## src/rtl/cpu4r_pkg.sv

```systemverilog
// Shared types, constants and helpers for the four-register 8-bit core step block.
// Used by cpu4r_alu, cpu4r_ram, cpu4r_checker and the top level; depends on nothing else.
package cpu4r_pkg;

  localparam int DATA_W    = 8;
  localparam int NUM_REGS  = 4;
  localparam int REG_IDX_W = $clog2(NUM_REGS);

  // Data RAM geometry; the depth may range from 16 to 256 entries.
  localparam int RAM_DEPTH  = 256;
  localparam int RAM_ADDR_W = $clog2(RAM_DEPTH);

  typedef logic [DATA_W-1:0] data_t;
  typedef data_t [NUM_REGS-1:0] regs_t;

  // Opcode field, bits 7:4 of the instruction byte.
  typedef enum logic [3:0] {
    OP_MOV  = 4'h0,
    OP_ADD  = 4'h1,
    OP_SUB  = 4'h2,
    OP_AND  = 4'h3,
    OP_OR   = 4'h4,
    OP_NOT  = 4'h5,
    OP_SHL  = 4'h6,
    OP_SHR  = 4'h7,
    OP_SHR2 = 4'h8,
    OP_CMP  = 4'h9,
    OP_BRF  = 4'ha,
    OP_JMP  = 4'hb,
    OP_LIH  = 4'hc,
    OP_LIL  = 4'hd,
    OP_LD   = 4'he,
    OP_ST   = 4'hf
  } op_e;

  // Machine state after one instruction, plus its RAM write.
  typedef struct packed {
    regs_t regs;
    data_t pc;
    logic  flag;
    logic  st_done;
    data_t st_addr;
    data_t st_data;
  } exec_res_t;

  // True when a byte address falls inside the data RAM.
  function automatic logic addr_in_range(data_t addr);
    return {1'b0, addr} < (DATA_W + 1)'(RAM_DEPTH);
  endfunction

endpackage

```

## src/rtl/eight_bit_four_register_cpu_step_top.sv

```systemverilog
// Top level of the four-register 8-bit core step block.
// Depends on cpu4r_pkg, cpu4r_alu and cpu4r_ram.
//
// Each input item is one instruction byte fetched at the current program
// counter. Each accepted item yields exactly one result item: the new program
// counter, all four registers, the compare flag and the RAM write, if any.
// Both channels use valid and stall; an item moves on a rising edge where
// valid is high and stall is low.
//
// An accepted item goes to the input stage, then to the result register. The
// block sustains one item per cycle while the receiver does not stall: the data
// RAM read for a load is issued in the acceptance cycle, its address forwarded
// from the executing instruction, so the combinational execute path sets the rate.
//
// Reset clears the registers, program counter, flag and every RAM valid bit,
// so the whole RAM reads as zero at once; no clearing pass is needed.
// When the receiver stalls, the result holds steady and one further item is
// taken into the input stage; after that, the input stalls as well.
module eight_bit_four_register_cpu_step_top (
  input  logic             clk_i,
  input  logic             rst_ni,
  input  logic             in_valid_i,
  output logic             in_stall_o,
  input  cpu4r_pkg::data_t instruction_i,
  output logic             out_valid_o,
  input  logic             out_stall_i,
  output cpu4r_pkg::data_t next_pc_o,
  output cpu4r_pkg::data_t r0_value_o,
  output cpu4r_pkg::data_t r1_value_o,
  output cpu4r_pkg::data_t r2_value_o,
  output cpu4r_pkg::data_t r3_value_o,
  output logic             cmp_flag_o,
  output logic             store_done_o,
  output cpu4r_pkg::data_t store_addr_o,
  output cpu4r_pkg::data_t store_data_o
);
  import cpu4r_pkg::*;

  logic      in_accept;
  logic      ex_fire;
  logic      stg_valid_q;
  data_t     instr_q;
  regs_t     regs_q;
  regs_t     regs_d;
  data_t     pc_q;
  logic      flag_q;
  logic      out_valid_q;
  logic      st_done_q;
  data_t     st_addr_q;
  data_t     st_data_q;
  data_t     load_data;
  data_t     rd_addr;
  exec_res_t res;

  // Handshake: execute when the result slot is free or being emptied.
  assign ex_fire    = stg_valid_q && (!out_valid_q || !out_stall_i);
  assign in_stall_o = stg_valid_q && !ex_fire;
  assign in_accept  = in_valid_i && !in_stall_o;

  // Register values as they stand after this cycle, for the load address.
  assign regs_d  = ex_fire ? res.regs : regs_q;
  assign rd_addr = regs_d[instruction_i[1:0]];

  cpu4r_alu u_alu (
    .instr_i     (instr_q),
    .regs_i      (regs_q),
    .pc_i        (pc_q),
    .flag_i      (flag_q),
    .load_data_i (load_data),
    .res_o       (res)
  );

  cpu4r_ram u_ram (
    .clk_i     (clk_i),
    .rst_ni    (rst_ni),
    .rd_en_i   (in_accept),
    .rd_addr_i (rd_addr),
    .wr_en_i   (ex_fire && res.st_done),
    .wr_addr_i (res.st_addr),
    .wr_data_i (res.st_data),
    .rd_data_o (load_data)
  );

  // Input stage holding the instruction that executes next.
  always_ff @(posedge clk_i) begin
    if (in_accept) begin
      instr_q <= instruction_i;
    end
  end

  // Architectural state and result register.
  always_ff @(posedge clk_i or negedge rst_ni) begin
    if (!rst_ni) begin
      stg_valid_q <= 1'b0;
      out_valid_q <= 1'b0;
      regs_q      <= '0;
      pc_q        <= '0;
      flag_q      <= 1'b0;
      st_done_q   <= 1'b0;
      st_addr_q   <= '0;
      st_data_q   <= '0;
    end else begin
      if (in_accept) begin
        stg_valid_q <= 1'b1;
      end else if (ex_fire) begin
        stg_valid_q <= 1'b0;
      end
      if (ex_fire) begin
        out_valid_q <= 1'b1;
        regs_q      <= res.regs;
        pc_q        <= res.pc;
        flag_q      <= res.flag;
        st_done_q   <= res.st_done;
        st_addr_q   <= res.st_addr;
        st_data_q   <= res.st_data;
      end else if (!out_stall_i) begin
        out_valid_q <= 1'b0;
      end
    end
  end

  // The state only changes when a new result is loaded, so it is the payload.
  assign out_valid_o  = out_valid_q;
  assign next_pc_o    = pc_q;
  assign r0_value_o   = regs_q[0];
  assign r1_value_o   = regs_q[1];
  assign r2_value_o   = regs_q[2];
  assign r3_value_o   = regs_q[3];
  assign cmp_flag_o   = flag_q;
  assign store_done_o = st_done_q;
  assign store_addr_o = st_addr_q;
  assign store_data_o = st_data_q;

endmodule

```

## src/rtl/cpu4r_alu.sv

```systemverilog
// Combinational execute logic for one instruction of the four-register core.
// Depends on cpu4r_pkg for the opcode set, register types and the RAM range check.
module cpu4r_alu (
  input  cpu4r_pkg::data_t     instr_i,
  input  cpu4r_pkg::regs_t     regs_i,
  input  cpu4r_pkg::data_t     pc_i,
  input  logic                 flag_i,
  input  cpu4r_pkg::data_t     load_data_i,
  output cpu4r_pkg::exec_res_t res_o
);
  import cpu4r_pkg::*;

  op_e                  op;
  logic [REG_IDX_W-1:0] rd;
  logic [REG_IDX_W-1:0] rs;
  logic [3:0]           imm;
  data_t                a;
  data_t                b;
  data_t                shl_val;
  data_t                shr_val;
  data_t                pc_inc;

  assign op     = op_e'(instr_i[7:4]);
  assign rd     = instr_i[3:2];
  assign rs     = instr_i[1:0];
  assign imm    = instr_i[3:0];
  assign a      = regs_i[rd];
  assign b      = regs_i[rs];
  assign pc_inc = pc_i + data_t'(1);

  // Shifts by eight or more clear the register.
  assign shl_val = (b[DATA_W-1:3] != '0) ? '0 : (a << b[2:0]);
  assign shr_val = (b[DATA_W-1:3] != '0) ? '0 : (a >> b[2:0]);

  // Apply the opcode to a copy of the architectural state.
  always_comb begin
    res_o         = '0;
    res_o.regs    = regs_i;
    res_o.pc      = pc_inc;
    res_o.flag    = flag_i;
    unique case (op)
      OP_MOV:  res_o.regs[rd] = b;
      OP_ADD:  res_o.regs[rd] = a + b;
      OP_SUB:  res_o.regs[rd] = a - b;
      OP_AND:  res_o.regs[rd] = a & b;
      OP_OR:   res_o.regs[rd] = a | b;
      OP_NOT:  res_o.regs[rd] = ~b;
      OP_SHL:  res_o.regs[rd] = shl_val;
      OP_SHR:  res_o.regs[rd] = shr_val;
      OP_SHR2: res_o.regs[rd] = shr_val;
      OP_CMP:  res_o.flag = (a == b);
      OP_BRF: begin
        if (flag_i) begin
          res_o.pc   = b;
          res_o.flag = 1'b0;
        end
      end
      OP_JMP:  res_o.pc = b;
      OP_LIH:  res_o.regs[NUM_REGS-1] = regs_i[NUM_REGS-1] | {imm, 4'h0};
      OP_LIL:  res_o.regs[NUM_REGS-1] = {4'h0, imm};
      OP_LD:   res_o.regs[rd] = load_data_i;
      OP_ST: begin
        if (addr_in_range(b)) begin
          res_o.st_done = 1'b1;
          res_o.st_addr = b;
          res_o.st_data = a;
        end
      end
    endcase
  end

endmodule

```

## src/rtl/cpu4r_ram.sv

```systemverilog
// Data RAM with per-entry valid bits so that unwritten entries read as zero after reset.
// Depends on cpu4r_pkg for the depth, the data type and the range check.
module cpu4r_ram (
  input  logic             clk_i,
  input  logic             rst_ni,
  input  logic             rd_en_i,
  input  cpu4r_pkg::data_t rd_addr_i,
  input  logic             wr_en_i,
  input  cpu4r_pkg::data_t wr_addr_i,
  input  cpu4r_pkg::data_t wr_data_i,
  output cpu4r_pkg::data_t rd_data_o
);
  import cpu4r_pkg::*;

  data_t                 mem [RAM_DEPTH];
  logic [RAM_DEPTH-1:0]  valid_q;
  logic [RAM_ADDR_W-1:0] rd_idx;
  logic [RAM_ADDR_W-1:0] wr_idx;
  logic                  wr_ok;
  data_t                 mem_q;
  logic                  hit_q;
  logic                  fwd_q;
  data_t                 fwd_data_q;

  assign rd_idx = rd_addr_i[RAM_ADDR_W-1:0];
  assign wr_idx = wr_addr_i[RAM_ADDR_W-1:0];
  assign wr_ok  = wr_en_i && addr_in_range(wr_addr_i);

  // Storage array: one write port, one registered read port.
  always_ff @(posedge clk_i) begin
    if (wr_ok) begin
      mem[wr_idx] <= wr_data_i;
    end
    if (rd_en_i) begin
      mem_q      <= mem[rd_idx];
      fwd_data_q <= wr_data_i;
    end
  end

  // Valid bits and read qualifiers; a write in the read cycle is forwarded.
  always_ff @(posedge clk_i or negedge rst_ni) begin
    if (!rst_ni) begin
      valid_q <= '0;
      hit_q   <= 1'b0;
      fwd_q   <= 1'b0;
    end else begin
      if (wr_ok) begin
        valid_q[wr_idx] <= 1'b1;
      end
      if (rd_en_i) begin
        hit_q <= addr_in_range(rd_addr_i) && valid_q[rd_idx];
        fwd_q <= wr_ok && (wr_addr_i == rd_addr_i);
      end
    end
  end

  assign rd_data_o = fwd_q ? fwd_data_q : (hit_q ? mem_q : '0);

endmodule

```

## config.mk

```make
export PLATFORM = sky130hd
export DESIGN_NAME = eight_bit_four_register_cpu_step_top
export DESIGN_NICKNAME = d
export VERILOG_FILES = /design/src/rtl/cpu4r_pkg.sv /design/src/rtl/eight_bit_four_register_cpu_step_top.sv /design/src/rtl/cpu4r_alu.sv /design/src/rtl/cpu4r_ram.sv
export SDC_FILE = /design/constraint.sdc
export NUM_CORES = 2
export LEC_CHECK = 0
export CORE_ASPECT_RATIO = 0.7
export CORE_MARGIN = 3
export CORE_UTILIZATION = 32
export CTS_CLUSTER_DIAMETER = 60
export DETAILED_ROUTE_END_ITERATION = 7
export DONT_BUFFER_PORTS = 1
export MAX_ROUTING_LAYER = met4
export PLACE_DENSITY = 0.52
export SLEW_MARGIN = 20
export SYNTH_ARGS = -nofsm -noshare
export SYNTH_HDL_FRONTEND = slang
export SYNTH_SLANG_ARGS = --single-unit
export TNS_END_PERCENT = 10
```

## constraint.sdc

```tcl
create_clock -name clk_i -period 18.85 [get_ports clk_i]
set_input_delay 0.9425 -clock clk_i [delete_from_list [all_inputs] [get_ports clk_i]]
set_output_delay 0.9425 -clock clk_i [all_outputs]
set_load 0.02 [all_outputs]
```

Word-level counts from Yosys, hierarchy flattened

Memories as Yosys holds them, arrays and structs flattened. A register that Yosys moved wholly into a read port is not among the register bits.
Index checks and enable logic that the tools add are counted.
W data, S select, Z words.

Latch bits: 0
Input bits: 12
Bits in read-only memories: 0
RAM bits: 2,048
Memories kept: 1
Bits in registers: 334

Reductions and logical operators: 18
Shift-type cells: 2
Bitwise gates (word level): 5
Div/mod/pow operators: 0
Magnitude comparators: 7
$mul: 0
Eq/ne operators: 18
Muxes and demuxes: 38
Add/subtract/negate cells: 3

Memory list:

| memory    | words | bits a word | read ports | clocked after memory_dff | write ports | RTL line        | RTL |
|---|---|---|---|---|---|---|---|
| u_ram.mem | 256   | 8           | 1          | 1                        | 1           | cpu4r_ram.sv:15 | `data_t mem [RAM_DEPTH];` |

Operator list:

| cell                  | number |
|---|---|
| $bwmux W32            | 9 |
| $or A256 B256 Y256    | 1 |
| $pmux W24 S9          | 1 |
| $pmux W8 S11          | 1 |
| $mux W8               | 8 |
| $bmux W8 S2           | 3 |
| $eq A4 B4 Y1 const B  | 8 |
| $mux W32              | 1 |
| $lt A8 B9 Y1 const B  | 2 |
| $mux W17              | 1 |
| $demux W8 S2          | 1 |
| $eq A4 B3 Y1 const B  | 4 |
| $eq A8 B8 Y1          | 2 |
| $or A8 B8 Y8          | 2 |
| $pmux W8 S2           | 1 |
| $lt A2 B3 Y1 const B  | 3 |
| $mux W9               | 1 |
| $add A8 B1 Y8 const B | 1 |
| $add A8 B8 Y8         | 1 |
| $and A8 B8 Y8         | 1 |
| $bmux W1 S8           | 1 |
| $demux W1 S8          | 1 |
| $eq A4 B2 Y1 const B  | 2 |
| $ge A8 B1 Y1 const B  | 1 |
| other kinds (17)      | 34 |

Longest topological paths before layout

Word-level depth: 11
Depth in mapped cells: 27

Cells and area by module

A second synthesis with hierarchy kept.

Cells, all modules: 5,117
Area total of the unflattened synthesis: 96,364.9 µm²

Modules (own cells, without submodules):

| module                               | times used | cells an instance | area an instance (µm²) | seq. area each (µm²) |
|---|---|---|---|---|
| cpu4r_ram                            | 1          | 4,317             | 89,111.7               | 68,435.6 |
| cpu4r_alu                            | 1          | 615               | 4,121.5                | 0.0 |
| eight_bit_four_register_cpu_step_top | 1          | 185               | 3,131.8                | 1,741.7 |

Worst setup path before layout

Ideal clock, no wire load.

Kind: register to register
Start point: register instr_q[5]
End point: register u_ram.fwd_data_q[0], data pin
Library setup time: 1,398 ps
Cell stages (with the launch flop): 10
Arrival time: 7,699 ps
Slack: 9,753 ps
Clock period less this slack: 9,097 ps
Path buffers: 6
Cell sequence: edfxtp_1 -> buf_2 -> buf_2 -> buf_2 -> clkbuf_1 -> and2_1 -> nand2_1 -> clkbuf_1 -> buf_1 -> nor2_1

RTL lines:

| item                     | RTL line                                   | RTL |
|---|---|---|
| start: declaration       | eight_bit_four_register_cpu_step_top.sv:42 | `data_t instr_q;` |
| start signal: assignment | eight_bit_four_register_cpu_step_top.sv:87 | `instr_q <= instruction_i;` |
| end signal: assignment   | cpu4r_ram.sv:36                            | `fwd_data_q <= wr_data_i;` |
| end: declaration         | cpu4r_ram.sv:23                            | `data_t fwd_data_q;` |

==> metrics <==
WP data required=19.50 ns; Die Area=roughly 320000 um2; vias in the first global route=between 60000 and 70000; unrepaired setup endpoints after global routing=false; largest fanout on the critical path=151; Num CTS Buffers=approximately 230; sequential share of the synthesized area=a little over two thirds; crit start category=flip-flop; Adder-Cell Fraction of Synth Area=less than 1%; Synth Area in Simple Gates=18.2%; Main synth FF type=edfxtp_1; Clock transition at path regs=roughly 0.070 ns; routed via count=a little under 70000; post-synthesis mux area share=2.02%; Hold Slack=approximately 0.16 ns; Setup TNS=0 ns; FF-to-FF setup slack=9.25 ns; # Post-CTS Setup Buffers=0; syn_area_per_cell=approximately 12 um2; Die Ht=approximately 470 um; antenna violation net count after detailed routing=0; H-tree lvl count=4; Fmax=approximately 100 MHz; worst-margin pin slew=between 1 and 1.5 ns; origin of the critical flop-to-flop path=instr_q[0]; first-pass iteration count of the detailed router=6; Area Overhead vs Synth=12.3%; worst setup margin=between 9 and 10 ns; number of vias per cell=~5.6; main combinational cell family by area after synthesis=simple AND/OR/NAND/NOR gates; row count=170; final cell count without fillers=around 12000; later-pin clock latency in the skew report=0.92 ns; xor/xnor share of the synthesized area=0.0616%; power per cell area=~130 nW/um2; DR WL/cell=about 28 um; Yosys reg bits=2390; Min-Delay Endpoint=stg_valid_q; Worst Skew=approximately 0.075 ns; Setup WS pre-CTS=between 9 and 10 ns; Initial Util=32.3%; Clk Tree Root Cell=clkbuf_16; Syn Nets=just over 8000; 1st-iter DRT viols=a little over 10000; post-synthesis compound-gate area fraction=under 10%; Hold/Removal Path Class=input port to flip-flop; FFs w/ async S/R, synth=around an eighth; kind of critical path=flip-flop to flip-flop; layout cells sized above 1=10.8%; fin. max-slew vios=0; Final Power=14.3 mW; r2r worst-path depth=19; Final Hold Vio Count=0; Core Box Area=308000 um2; hold_sp=in_valid_i; I/O pin total=72; Final Setup Violations=0; status=finished clean; TritonCTS clock tree=built; Post-DP HPWL=approximately 210 mm; final net count=roughly 8000; Post-Place Cells=between 10000 and 15000; Routed WL=around 350 mm; Clock Tree Buf Depth=4; IO Port Bufs=0; Syn. warnings=0; crit path DAT=between 10 and 15 ns; Tcrit/Tclk final=between 50% and 60%; Leak Pwr=between 30 and 40 nW; worst r2r dst=u_ram.mem_q[5]; Post-synth EDFFs=~2100; CP endpoint kind=flip-flop; initial antenna violation count=20; cell area after synthesis=slightly below 100000 um2; clock sinks=2390; Die W=a little under 700 um; Worst VDD drop=around 0.095 mV; Post-Syn Instances=8154; Unique masters post-synth=102; min cycle time layout=between 9 and 10 ns; hold path depth=1; Remaining Overflow, GRT=0; worst rel slew slack=between 10% and 20%; pin count of the biggest net entering global routing=between 300 and 400; Max Cap Viol=0; DRC viols=0; GPL Wtd Cong=0.950; first-pass GRT wire length=495 mm; gr usage total=a little over a fifth
through the flow:
step	util, %	cell area, um2
2_1_floorplan	-	99500
3_3_place_gp	33.8	104000
3_5_place_dp	33.8	104000
6_report	36.3	112000
5_1_grt	36.3	112000
4_1_cts	36.2	112000
registers in the layout, summed over array words and instances, names as in the netlist, 8 cells and up:
register,cells
r1_value_o,8
instr_q,8
next_pc_o,8
r3_value_o,8
store_addr_o,8
r2_value_o,8
u_ram.mem,2048
u_ram.mem_q,8
store_data_o,8
u_ram.fwd_data_q,8
r0_value_o,8
u_ram.valid_q,256
power breakdown:
part | internal [mW] | switching (mW)
registers | 5.80 | 0.173
clock network | 2.64 | 2.07
logic | 0.900 | 2.73
critical path, cell delays in order (launching register included):
cell and delay, ns:
edfxtp_1 0.82, mux4_2 0.94, clkinv_1 0.62, ha_1 0.63, nor4b_1 0.28, nor3_1 0.08, o211ai_1 0.19, o32a_1 0.25
a2bb2oi_1 0.31, and2_4 0.40, buf_4 0.64, buf_12 0.65, buf_4 0.75, a21oi_1 0.14, nor2_1 0.51, o22ai_1 0.35
nor4_1 0.52, nand4_1 0.48, a41oi_1 0.42, nor3_1 0.11
routing by layer:
layer	part of all wire, %	up-vias	GRT usage (%)
met5	0	-	-
met4	1.8	0	4.08
met3	11	395	4.76
met2	41	3680	29.3
met1	46	35500	33.7
li1	-	29400	-
synthesized netlist by cell type (8+ instances only):
cell type	number	share of area (%)
o22ai_1	57	0.36
mux2i_1	138	1.4
buf_1	95	0.36
and3_1	197	1.2
nor4_1	31	0.19
o31ai_1	16	0.12
and2_1	10	0.063
nor2b_1	12	0.075
nor3_1	52	0.26
nand4b_1	10	0.088
nor2_1	417	1.6
a2111oi_0	8	0.070
mux4_2	22	0.50
buf_2	171	0.86
o211ai_1	14	0.11
a31oi_1	116	0.73
a22o_1	10	0.088
nand2b_1	16	0.10
or2_2	263	1.7
nand4_1	61	0.38
edfxtp_1	2072	63
a21o_1	8	0.060
buf_4	8	0.060
nand2_1	2154	8.1
a41oi_1	12	0.11
nand3_1	769	3.9
a32oi_1	60	0.53
ha_1	25	0.31
mux2_2	11	0.12
a21oi_1	250	1.3
a311oi_1	119	1.0
dfrtp_1	318	8.0
inv_1	37	0.14
nand3b_1	9	0.068
o21ai_0	68	0.34
a22oi_1	17	0.13
a211oi_1	62	0.47
clkbuf_1	263	0.99
final cells by class:
cell class                      count  area (um2)
Sequential cell                  2390       70200
Tap cell                         4128        5160
Fill cell                       29900      196000
Inverter                           40         150
Multi-Input combinational cell   5186       27200
Clock buffer                      326        6450
Antenna cell                        6        15.0
Clock inverter                     95        1010
Timing Repair Buffer              163        1530
cell usage in the layout (no fill, tap or decap), types with 13 or more instances in the layout:
| cell | instances |
|---|---|
| bufinv_16 | 19 |
| a22oi_1 | 17 |
| a31oi_1 | 108 |
| nand4_1 | 61 |
| dfrtp_1 | 318 |
| a21oi_1 | 250 |
| clkinv_2 | 39 |
| clkbuf_1 | 60 |
| ha_1 | 25 |
| buf_4 | 139 |
| or2_2 | 263 |
| nand2_1 | 2135 |
| and3_1 | 197 |
| nor4_1 | 23 |
| a211oi_1 | 62 |
| inv_1 | 37 |
| nor2_4 | 14 |
| nand3_1 | 768 |
| mux4_2 | 20 |
| clkbuf_8 | 38 |
| clkinv_1 | 24 |
| buf_12 | 17 |
| nand2_2 | 17 |
| clkbuf_16 | 228 |
| a32oi_1 | 60 |
| mux2i_1 | 138 |
| nor2_1 | 394 |
| o21ai_0 | 67 |
| edfxtp_1 | 2072 |
| nor3_1 | 51 |
| o31ai_1 | 16 |
| a311oi_1 | 119 |
| o22ai_1 | 57 |
| nand2b_1 | 16 |
| o211ai_1 | 14 |
| nor2_2 | 13 |
how the worst max path moves through the flow:
stage / startpoint / to / slack, ns / cells after the start
after detailed placement: instr_q[2] / u_ram.mem_q[0] / 9.26 / 22
final: instr_q[0] / u_ram.mem_q[5] / 9.25 / 19
after CTS: instr_q[2] / u_ram.mem_q[0] / 9.23 / 22
after global routing: instr_q[0] / u_ram.mem_q[5] / 8.83 / 19
after floorplan: instr_q[5] / u_ram.fwd_data_q[0] / 9.75 / 9
after global placement: instr_q[2] / u_ram.mem_q[0] / 9.26 / 22
cells by family (layout without fill, tap and decap cells):
| group | Yosys count | count (layout) |
|---|---|---|
| AND/OR/NAND/NOR | 4054 | 4054 |
| flip-flops | 2390 | 2390 |
| AO/OA/AOI/OAI | 926 | 926 |
| buffers and inverters | 578 | 624 |
| multiplexers | 172 | 172 |
| adder cells (fa/ha/maj) | 27 | 27 |
| XOR/XNOR | 7 | 7 |
| other | 0 | 6 |
timing repair:
item / CTS / global route
endpoints found under the hold margin: 318 / 27
hold buffers: 1 / 1
resized for setup: 0 / 0
Note: power is estimated with default switching activity, not from simulation.
